<file path="config.mk">
export PLATFORM = sky130hd
export DESIGN_NAME = modular_exponentiation_top_flat
export DESIGN_NICKNAME = d
export VERILOG_FILES = /design/src/rtl/mexp_pkg.sv /design/src/rtl/mexp_in_if.sv /design/src/rtl/mexp_out_if.sv /design/src/rtl/modular_exponentiation_top.sv /design/src/flat_wrapper.sv
export SDC_FILE = /design/constraint.sdc
export NUM_CORES = 1
export LEC_CHECK = 0
export BUFFER_PORTS_ARGS = -buffer_cell sky130_fd_sc_hd__buf_2
export CAP_MARGIN = 20
export CORE_MARGIN = 5
export CORE_UTILIZATION = 55
export CTS_CLUSTER_SIZE = 28
export DETAILED_ROUTE_END_ITERATION = 10
export GPL_TIMING_DRIVEN = 0
export PLACE_DENSITY = 0.75
export SYNTH_ARGS = -nofsm -noshare
export SYNTH_HDL_FRONTEND = slang
export SYNTH_SLANG_ARGS = --single-unit
</file>
<file path="constraint.sdc">
create_clock -name clk -period 14.1 [get_ports clk]
set_input_delay 2.115 -clock clk [delete_from_list [all_inputs] [get_ports clk]]
set_output_delay 2.115 -clock clk [all_outputs]
set_load 0.05 [all_outputs]
</file>
<file path="src/rtl/mexp_pkg.sv">
// ----------------------------------------------------------------------------
// Modular exponentiation package
// Field widths, microcode control word layout and the sequencer program.
// ----------------------------------------------------------------------------
package mexp_pkg;

  localparam int BASE_W = 31;
  localparam int EXP_W  = 32;
  localparam int MOD_W  = 16;

  // One counter serves the base reduction and the multiplier bit loops.
  localparam int CNT_W  = (BASE_W > MOD_W) ? $clog2(BASE_W) : $clog2(MOD_W);
  localparam int ECNT_W = (EXP_W > 1) ? $clog2(EXP_W) : 1;
  localparam int PC_W   = 4;

  typedef logic [BASE_W-1:0] base_t;
  typedef logic [EXP_W-1:0]  exp_t;
  typedef logic [MOD_W-1:0]  res_t;

  // Datapath operations.
  localparam logic [2:0] OP_BINIT = 3'd0;
  localparam logic [2:0] OP_BSTEP = 3'd1;
  localparam logic [2:0] OP_TEST  = 3'd2;
  localparam logic [2:0] OP_MINIT = 3'd3;
  localparam logic [2:0] OP_MSTEP = 3'd4;
  localparam logic [2:0] OP_NEXT  = 3'd5;
  localparam logic [2:0] OP_DONE  = 3'd6;

  // Operand select: the multiplicand on OP_MINIT, the destination on OP_MSTEP.
  localparam logic SEL_ACC = 1'b0;
  localparam logic SEL_SQ  = 1'b1;

  // Jump conditions.
  localparam logic [1:0] JMP_NONE  = 2'd0;
  localparam logic [1:0] JMP_CNT   = 2'd1;
  localparam logic [1:0] JMP_EBIT0 = 2'd2;
  localparam logic [1:0] JMP_ECNT  = 2'd3;

  typedef struct packed {
    logic [2:0]      op;
    logic            sel;
    logic [1:0]      jmp;
    logic [PC_W-1:0] target;
  } ctrl_t;

  // Right-to-left square-and-multiply program.
  function automatic ctrl_t program_rom(input logic [PC_W-1:0] pc);
    ctrl_t w;
    unique case (pc)
      4'd0:    w = '{op: OP_BINIT, sel: SEL_SQ,  jmp: JMP_NONE,  target: 4'd0};
      4'd1:    w = '{op: OP_BSTEP, sel: SEL_SQ,  jmp: JMP_CNT,   target: 4'd1};
      4'd2:    w = '{op: OP_TEST,  sel: SEL_SQ,  jmp: JMP_EBIT0, target: 4'd5};
      4'd3:    w = '{op: OP_MINIT, sel: SEL_ACC, jmp: JMP_NONE,  target: 4'd0};
      4'd4:    w = '{op: OP_MSTEP, sel: SEL_ACC, jmp: JMP_CNT,   target: 4'd4};
      4'd5:    w = '{op: OP_MINIT, sel: SEL_SQ,  jmp: JMP_NONE,  target: 4'd0};
      4'd6:    w = '{op: OP_MSTEP, sel: SEL_SQ,  jmp: JMP_CNT,   target: 4'd6};
      4'd7:    w = '{op: OP_NEXT,  sel: SEL_SQ,  jmp: JMP_ECNT,  target: 4'd2};
      default: w = '{op: OP_DONE,  sel: SEL_SQ,  jmp: JMP_NONE,  target: 4'd0};
    endcase
    return w;
  endfunction

endpackage

</file>
<file path="src/rtl/mexp_in_if.sv">
// ----------------------------------------------------------------------------
// Modular exponentiation input channel
// Valid/ready channel carrying one base and one exponent per item.
// ----------------------------------------------------------------------------
interface mexp_in_if;
  logic           valid;
  logic           ready;
  mexp_pkg::base_t base_value;
  mexp_pkg::exp_t  exponent;

  modport source (output valid, output base_value, output exponent, input ready);
  modport sink   (input valid, input base_value, input exponent, output ready);
endinterface

</file>
<file path="src/rtl/mexp_out_if.sv">
// ----------------------------------------------------------------------------
// Modular exponentiation output channel
// Valid/ready channel carrying one power result per item.
// ----------------------------------------------------------------------------
interface mexp_out_if;
  logic           valid;
  logic           ready;
  mexp_pkg::res_t power_result;

  modport source (output valid, output power_result, input ready);
  modport sink   (input valid, input power_result, output ready);
endinterface

</file>
<file path="src/rtl/modular_exponentiation_top.sv">
// ----------------------------------------------------------------------------
// Modular exponentiation
// Computes base_value^exponent mod modulus with a microcoded sequencer.
// ----------------------------------------------------------------------------
// Usage: write the modulus through cfg_we/cfg_data while the block is idle;
// it resets to 2. Items arrive on in_ch and each gives exactly one result
// on out_ch, both valid/ready channels, an item moving when valid and ready
// are high at a rising edge.
// One item is processed at a time. After acceptance a sequencer steps through
// a small program: a bit-serial reduction of the base, then for each of the
// 32 exponent bits a test, an optional multiply into the accumulator and a
// squaring, each multiply running on an interleaved shift-add modular
// multiplier. The result sits in an output register, so a new item is
// accepted while the previous result still waits. If the receiver stalls
// past the end of the next item, the sequencer holds on its last step until
// the register frees. Synchronous reset clears the sequencer and the output
// valid and sets the modulus to 2. A modulus of 0 or 1 gives a result of 0.
// ----------------------------------------------------------------------------
module modular_exponentiation_top (
  input  logic                     clk,
  input  logic                     rst,
  mexp_in_if.sink                  in_ch,
  mexp_out_if.source               out_ch,
  input  logic                     cfg_we,
  input  logic [mexp_pkg::MOD_W-1:0] cfg_data
);

  localparam int MW = mexp_pkg::MOD_W;

  logic [MW-1:0] modulus;

  logic busy;
  logic [mexp_pkg::PC_W-1:0] pc;
  mexp_pkg::ctrl_t cw;

  mexp_pkg::base_t base_q;
  mexp_pkg::exp_t  exp_q;
  logic [mexp_pkg::CNT_W-1:0]  cnt;
  logic [mexp_pkg::ECNT_W-1:0] ecnt;

  logic [MW-1:0] acc;
  logic [MW-1:0] sq;
  logic [MW-1:0] mx;
  logic [MW-1:0] my;
  logic [MW-1:0] r;

  logic [MW+1:0] addend;
  logic [MW+1:0] t0;
  logic [MW+1:0] t1;
  logic [MW+1:0] t2;
  logic [MW+1:0] mod_ext;
  logic [MW-1:0] r_next;

  logic out_valid;
  logic [MW-1:0] out_data;
  logic out_free;
  logic jump;
  logic done_fire;

  assign cw = mexp_pkg::program_rom(pc);

  assign in_ch.ready         = !busy;
  assign out_ch.valid        = out_valid;
  assign out_ch.power_result = out_data;
  assign out_free            = !out_valid || out_ch.ready;
  assign done_fire           = busy && (cw.op == mexp_pkg::OP_DONE) && out_free;

  // One shared step: r <- (2r + addend) mod m. The addend is a base bit while
  // reducing the base, or the multiplicand when the multiplier's top bit is set.
  // Since r and the multiplicand stay below m, two subtractions suffice.
  always_comb begin
    mod_ext = {2'b00, modulus};
    if (cw.op == mexp_pkg::OP_BSTEP) begin
      addend = {{(MW+1){1'b0}}, base_q[cnt]};
    end else if (my[MW-1]) begin
      addend = {2'b00, mx};
    end else begin
      addend = '0;
    end
    t0 = {1'b0, r, 1'b0} + addend;
    t1 = (t0 >= mod_ext) ? t0 - mod_ext : t0;
    t2 = (t1 >= mod_ext) ? t1 - mod_ext : t1;
    r_next = t2[MW-1:0];
  end

  always_comb begin
    case (cw.jmp)
      mexp_pkg::JMP_CNT:   jump = (cnt != '0);
      mexp_pkg::JMP_EBIT0: jump = !exp_q[0];
      mexp_pkg::JMP_ECNT:  jump = (ecnt != '0);
      default:             jump = 1'b0;
    endcase
  end

  always_ff @(posedge clk) begin
    if (rst) begin
      modulus <= MW'(2);
    end else if (cfg_we) begin
      modulus <= cfg_data;
    end
  end

  // Sequencer control.
  always_ff @(posedge clk) begin
    if (rst) begin
      busy <= 1'b0;
      pc   <= '0;
    end else if (!busy) begin
      if (in_ch.valid) begin
        busy <= 1'b1;
        pc   <= '0;
      end
    end else if (cw.op == mexp_pkg::OP_DONE) begin
      if (out_free) begin
        busy <= 1'b0;
        pc   <= '0;
      end
    end else if (jump) begin
      pc <= cw.target;
    end else begin
      pc <= pc + 1'b1;
    end
  end

  always_ff @(posedge clk) begin
    if (rst) begin
      out_valid <= 1'b0;
    end else if (done_fire) begin
      out_valid <= 1'b1;
    end else if (out_ch.ready) begin
      out_valid <= 1'b0;
    end
  end

  always_ff @(posedge clk) begin
    if (done_fire) begin
      out_data <= (modulus < MW'(2)) ? '0 : acc;
    end
  end

  // Datapath.
  always_ff @(posedge clk) begin
    if (!busy) begin
      if (in_ch.valid) begin
        base_q <= in_ch.base_value;
        exp_q  <= in_ch.exponent;
      end
    end else begin
      case (cw.op)
        mexp_pkg::OP_BINIT: begin
          r    <= '0;
          acc  <= MW'(1);
          cnt  <= mexp_pkg::CNT_W'(mexp_pkg::BASE_W - 1);
          ecnt <= mexp_pkg::ECNT_W'(mexp_pkg::EXP_W - 1);
        end
        mexp_pkg::OP_BSTEP: begin
          r   <= r_next;
          cnt <= cnt - 1'b1;
          if (cnt == '0) begin
            sq <= r_next;
          end
        end
        mexp_pkg::OP_MINIT: begin
          r   <= '0;
          mx  <= (cw.sel == mexp_pkg::SEL_ACC) ? acc : sq;
          my  <= sq;
          cnt <= mexp_pkg::CNT_W'(MW - 1);
        end
        mexp_pkg::OP_MSTEP: begin
          r   <= r_next;
          my  <= {my[MW-2:0], 1'b0};
          cnt <= cnt - 1'b1;
          if (cnt == '0) begin
            if (cw.sel == mexp_pkg::SEL_ACC) begin
              acc <= r_next;
            end else begin
              sq <= r_next;
            end
          end
        end
        mexp_pkg::OP_NEXT: begin
          exp_q <= exp_q >> 1;
          ecnt  <= ecnt - 1'b1;
        end
        default: begin
        end
      endcase
    end
  end

endmodule

</file>
<file path="src/flat_wrapper.sv">
// flat-port wrapper written by rule: the top's interface ports become plain ports
module modular_exponentiation_top_flat 
  (clk, rst, cfg_we, cfg_data, in_ch_valid, in_ch_base_value, in_ch_exponent, in_ch_ready, out_ch_valid, out_ch_power_result, out_ch_ready);
  mexp_in_if in_ch_i ();
  mexp_out_if out_ch_i ();
  input  logic clk;
  input  logic rst;
  input  logic cfg_we;
  input  logic [mexp_pkg::MOD_W-1:0] cfg_data;
  input wire logic [$bits(in_ch_i.valid)-1:0] in_ch_valid;
  input wire logic [$bits(in_ch_i.base_value)-1:0] in_ch_base_value;
  input wire logic [$bits(in_ch_i.exponent)-1:0] in_ch_exponent;
  output wire logic [$bits(in_ch_i.ready)-1:0] in_ch_ready;
  output wire logic [$bits(out_ch_i.valid)-1:0] out_ch_valid;
  output wire logic [$bits(out_ch_i.power_result)-1:0] out_ch_power_result;
  input wire logic [$bits(out_ch_i.ready)-1:0] out_ch_ready;
  assign in_ch_i.valid = in_ch_valid;
  assign in_ch_i.base_value = in_ch_base_value;
  assign in_ch_i.exponent = in_ch_exponent;
  assign in_ch_ready = in_ch_i.ready;
  assign out_ch_valid = out_ch_i.valid;
  assign out_ch_power_result = out_ch_i.power_result;
  assign out_ch_i.ready = out_ch_ready;
  modular_exponentiation_top u_core (.clk(clk), .rst(rst), .in_ch(in_ch_i), .out_ch(out_ch_i), .cfg_we(cfg_we), .cfg_data(cfg_data));
endmodule
</file>
* Word-level counts from Yosys, hierarchy flattened *
Memories as Yosys holds them, arrays and structs flattened. A register that Yosys moved wholly into a read port is not among the register bits.
Index checks and enable logic that the tools add are counted.
Widths: inputs -> output; s select.

word-level totals
  bits in registers = 191
  bits in latches = 0
  RAM bits = 0
  ROM bits = 72
  input bits = 84
  output and inout bits = 18
  word-level logic and storage cells = 106
  memories = 1

cells by class
  add/subtract/negate cells = 6
  multiply operators = 0
  div/mod/pow operators = 0
  magnitude comparators = 4
  eq/ne operators = 14
  shifts and indexed selects = 0
  multiplexer cells = 36
  bitwise gates (word level) = 1
  reduce and logical (&&, ||, !) cells = 30

memories
  memory            depth  bits a word  read ports  clocked after Yosys merged registers in  write ports  line            text
  (name not given)  8      9            1           1                                        0            mexp_pkg.sv:49  unique case (pc)

operators by type and width
  cell                 count
  $mux 16              8
  $pmux 16 s2          4
  $mux 32              3
  $ge 18x16->1         2
  $mux 18              2
  $mux 4               5
  $add 17x18->18       1
  $sub 18x16->18       1
  $lt 16x2->1 const B  1
  $reduce_and 2->1     8
  $sub 16x16->16       1
  $pmux 5 s3           1
  $reduce_bool 2->1    7
  $mux 10              1
  $pmux 5 s2           1
  $reduce_bool 5->1    2
  $sub 5x1->5 const B  2
  $eq 3x3->1 const B   3
  $mux 1               7
  $lt 5x6->1 const B   1
  $mux 3               2
  $ne 2x2->1 const B   3
  $bmux 1 s5           1
  $logic_not 5->1      1
  17 further kinds     23

* Logic depth before layout (Yosys ltp) *
  word-level depth = 11
  mapped depth = 37
  gate-level depth less buffers = 32

* Worst setup path after synthesis *
No wires, ideal clock.

  path kind = reg-to-reg
  from = register (tool-made name)
  to = register u_core.acc[0], data pin
  library setup time = 295 ps
  arrival time = 7,253 ps
  data required time = 13,805 ps
  slack = 6,552 ps
  stages on the path, launching flop included = 36
  buffers on the path = 5
  clock period less this slack = 7,548 ps
  cell sequence = dfxtp_1 > nand2b_1 > or3_1 > clkbuf_1 > clkbuf_1 > and3_1 > ha_1 > inv_1 > fa_1 > nand2b_1 > a21oi_1 > a21boi_2 > xnor2_1 > ha_1 > a21oi_1 > nor2_1 > o41ai_1 > a31oi_1 > or2_2 > a21oi_2 > clkbuf_1 > a21oi_1 > a21oi_1 > inv_1 > ha_1 > a21o_1 > nor3_1 > a211oi_1 > or3_1 > a21oi_1 > a21oi_1 > or3_4 > buf_6 > nor2_2 > buf_4 > a31oi_1

RTL lines
  element               line                               text
  to (signal assigned)  modular_exponentiation_top.sv:175  acc <= r_next;
  to (decl)             modular_exponentiation_top.sv:41   logic [MW-1:0] acc;

==> qor.csv <==
metric,value,unit
Leak,4.91,nW
final setup violation count,0,
Synth cell types,67,
post-synthesis sequential area ratio,0.513,
sequential share of power,0.311,
worst skew pair latency,0.44,ns
buffer count from post-CTS setup fixing,0,
Tmin final,9.73,ns
Worst setup EP type,flop,
RSZ-0062 raised after global routing,no,
drt first pass iters,5,
WL final,25100,um
Die Height,152,um
maximum vdd drop,127,uV
DRT antenna net count,0,
Resized Gates After CTS,0,
final cell count without fillers,1369,
Overflow after GRT,0,
Worst path max stage delay,0.50,ns
maxcap violations,0,
clock power share,0.219,
max-slew violations,0,
Comb power frac,0.470,
vias in the first global route,7956,
input/output buffers,99,
clock sinks,200,
CP max FO,10,
Slowest cell on crit path,dfxtp_1,
initial antenna violation count,0,
IO Pins,102,
Chip Width,152,um
gr busiest metal,met2,
met2 global-route usage,0.365,
syn nets,1106,
Synth top area share,0.457,
first-pass GRT wire length,40800,um
CTS tree,yes,
nets,1230,
RD Place Congestion,0.916,
Slew headroom,0.395,
Net Sw Power,0.945,mW
detailed-route DRC error count,0,
Least-Margin Pin Slew,0.903,ns
Post-synth EDFFs,169,
clock skew,0.0128,ns
post-route setup TNS,0,ns
"Data required, critical path",14.26,ns
PwrDens,182,nW/um^2
Main synth FF type,edfxtp_1,
CTS max path bufs,2,
Initial Util,0.554,
root buffer cell,clkbuf_16,
met1 Usage GRT,0.294,
status,"finished, final reports clean",
Mapped Area,11100,um^2
Internal,1.36,mW
largest net degree at the start of global routing,33,
Synth area leader,edfxtp_1,
maximum clock rate,103,MHz
Area Growth Syn to Fin,13.9,%
TritonCTS Buffers,17,
post-synthesis average cell area,11.5,um^2
Post-CTS Hold Buffers,0,
GR Util met3,0.0378,
Ys Warns,0,
CTS H-tree lvls,4,
Setup Crit Path Kind,flop to flop,
core area,20000,um^2
Synth Instances,962,
"CTS clk-pin slew, worst paths",0.08,ns
Final Cycle Share,0.690,
FP Rows,52,
critical path launch point type,flop,
asr flop ratio synth,0,
final hold violation count,0,
register bit total from synthesis,200,
most frequent CP cell,a21oi_1,
Sw Share,0.410,
share of cells above drive strength 1,0.207,
Worst Hold Class,flop to flop,
main area contributors after synthesis,"edfxtp_1 46%, ha_1 6.4%, dfxtp_1 5.6%",
placed insts,1337,
routed len/inst,18.3,um
Total GRT Usage,0.219,
Detailed Place HPWL,19300,um
ANT cells,0,
critical path arrival,9.89,ns
DR vias/cell,5.84,
detailed router's first-iteration violation count,615,
via count,7991,
die area,23100,um^2
worst hold slack,0.502,ns
-- metal layers --
metal | part of all wire | up-vias
met5 | 0 | -
met2 | 0.49 | 249
li1 | - | 3871
met3 | 0.054 | 34
met4 | 0.024 | 0
met1 | 0.43 | 3837
-- cells by family (layout without fill, tap and decap cells) --
group | after synthesis | count (layout) | share of synthesized area
AO/OA/AOI/OAI | 224 | 224 | 0.142
adder cells (fa/ha/maj) | 60 | 60 | 0.0696
AND/OR/NAND/NOR | 270 | 270 | 0.124
XOR/XNOR | 44 | 44 | 0.0347
flip-flops | 200 | 200 | 0.513
buffers and inverters | 83 | 220 | 0.0301
multiplexers | 81 | 81 | 0.0866
-- worst paths after layout --
kind                      from      endpoint  slack, ns  cells after the start
setup / recovery          flop  u_core.r[11]       4.37                     36
hold / removal    u_core.my[3]  u_core.my[4]       0.50                      2
setup reg to reg          flop  u_core.r[11]       4.37                     36
hold reg to reg   u_core.my[3]  u_core.my[4]       0.50                      2
-- stage by stage --
step / util / instance area, um^2 / total power, mW / setup slack [ns]
after floorplan: - / 11100 / 1.52 / 6.55
after global placement: 0.596 / 11900 / 1.77 / 4.79
after detailed placement: 0.601 / 12000 / 1.78 / 4.66
after CTS: 0.631 / 12600 / 2.29 / 4.59
after global routing: 0.631 / 12600 / 2.44 / 3.69
final: 0.631 / 12600 / 2.31 / 4.37
-- registers in the layout, indices dropped and copies added (netlist names), named ones only --
register	count
u_core.acc	16
u_core.base_q	31
u_core.busy	1
u_core.cnt	5
u_core.ecnt	5
u_core.exp_q	32
u_core.modulus	16
u_core.mx	16
u_core.my	16
u_core.out_ch.power_result	16
u_core.out_ch.valid	1
u_core.pc	4
u_core.r	16
u_core.sq	16
-- synthesized netlist by cell type (all sizes together), types with 8 or more instances --
cell type and instances:
a211oi 28, a21o 25, nor2b 13, o211ai 18, buf 12, nor2 48, edfxtp 169, nor3 21
dfxtp 31, and2 25, nand3 11, inv 45, a2111oi 8, nand2 80, o21ai 25, a21oi 69
ha 57, xor2 19, nand2b 14, and3 22, mux2i 24, mux2 50, xnor2 25, clkbuf 26
o31ai 8
-- final cells by class --
type,count,area (um^2)
Clock buffer,18,429
Multi-Input combinational cell,679,5110
Clock inverter,14,179
Buffer,38,165
Inverter,45,169
Sequential cell,200,5700
Fill cell,1598,7390
Timing Repair Buffer,105,559
Tap cell,270,338
-- power by group through the flow --
stage | sequential, mW | combinational, mW | clock, mW
3_3_place_gp | 0.731 | 1.04 | 0
4_1_cts | 0.718 | 1.06 | 0.511
6_report | 0.718 | 1.08 | 0.505
5_1_grt | 0.721 | 1.19 | 0.535
2_1_floorplan | 0.727 | 0.797 | 0
3_5_place_dp | 0.731 | 1.05 | 0
-- cell usage in the layout, fill, tap and decap left out, drive strengths merged, types with 8 or more instances in the layout --
cell and instances:
dfxtp 31, o211ai 18, o31ai 8, a211oi 28
clkbuf 44, and3 22, ha 57, nand2 80
inv 52, nor2b 13, xor2 19, nand3 11
nand2b 14, edfxtp 169, and2 25, nor2 48
mux2 50, a21o 25, a21oi 69, a2111oi 8
mux2i 24, nor3 21, o21ai 25, xnor2 25
buf 117
-- worst max-delay path: cells and delay by family (launching register included) --
family,cells,cell delay [ns]
AO/OA/AOI/OAI,15,3.26
XOR/XNOR,1,0.29
adder cells (fa/ha/maj),4,1.32
buffers and inverters,8,1.84
flip-flops,1,0.50
AND/OR/NAND/NOR,8,2.20
No activity file was read; power rests on OpenSTA's default activity.
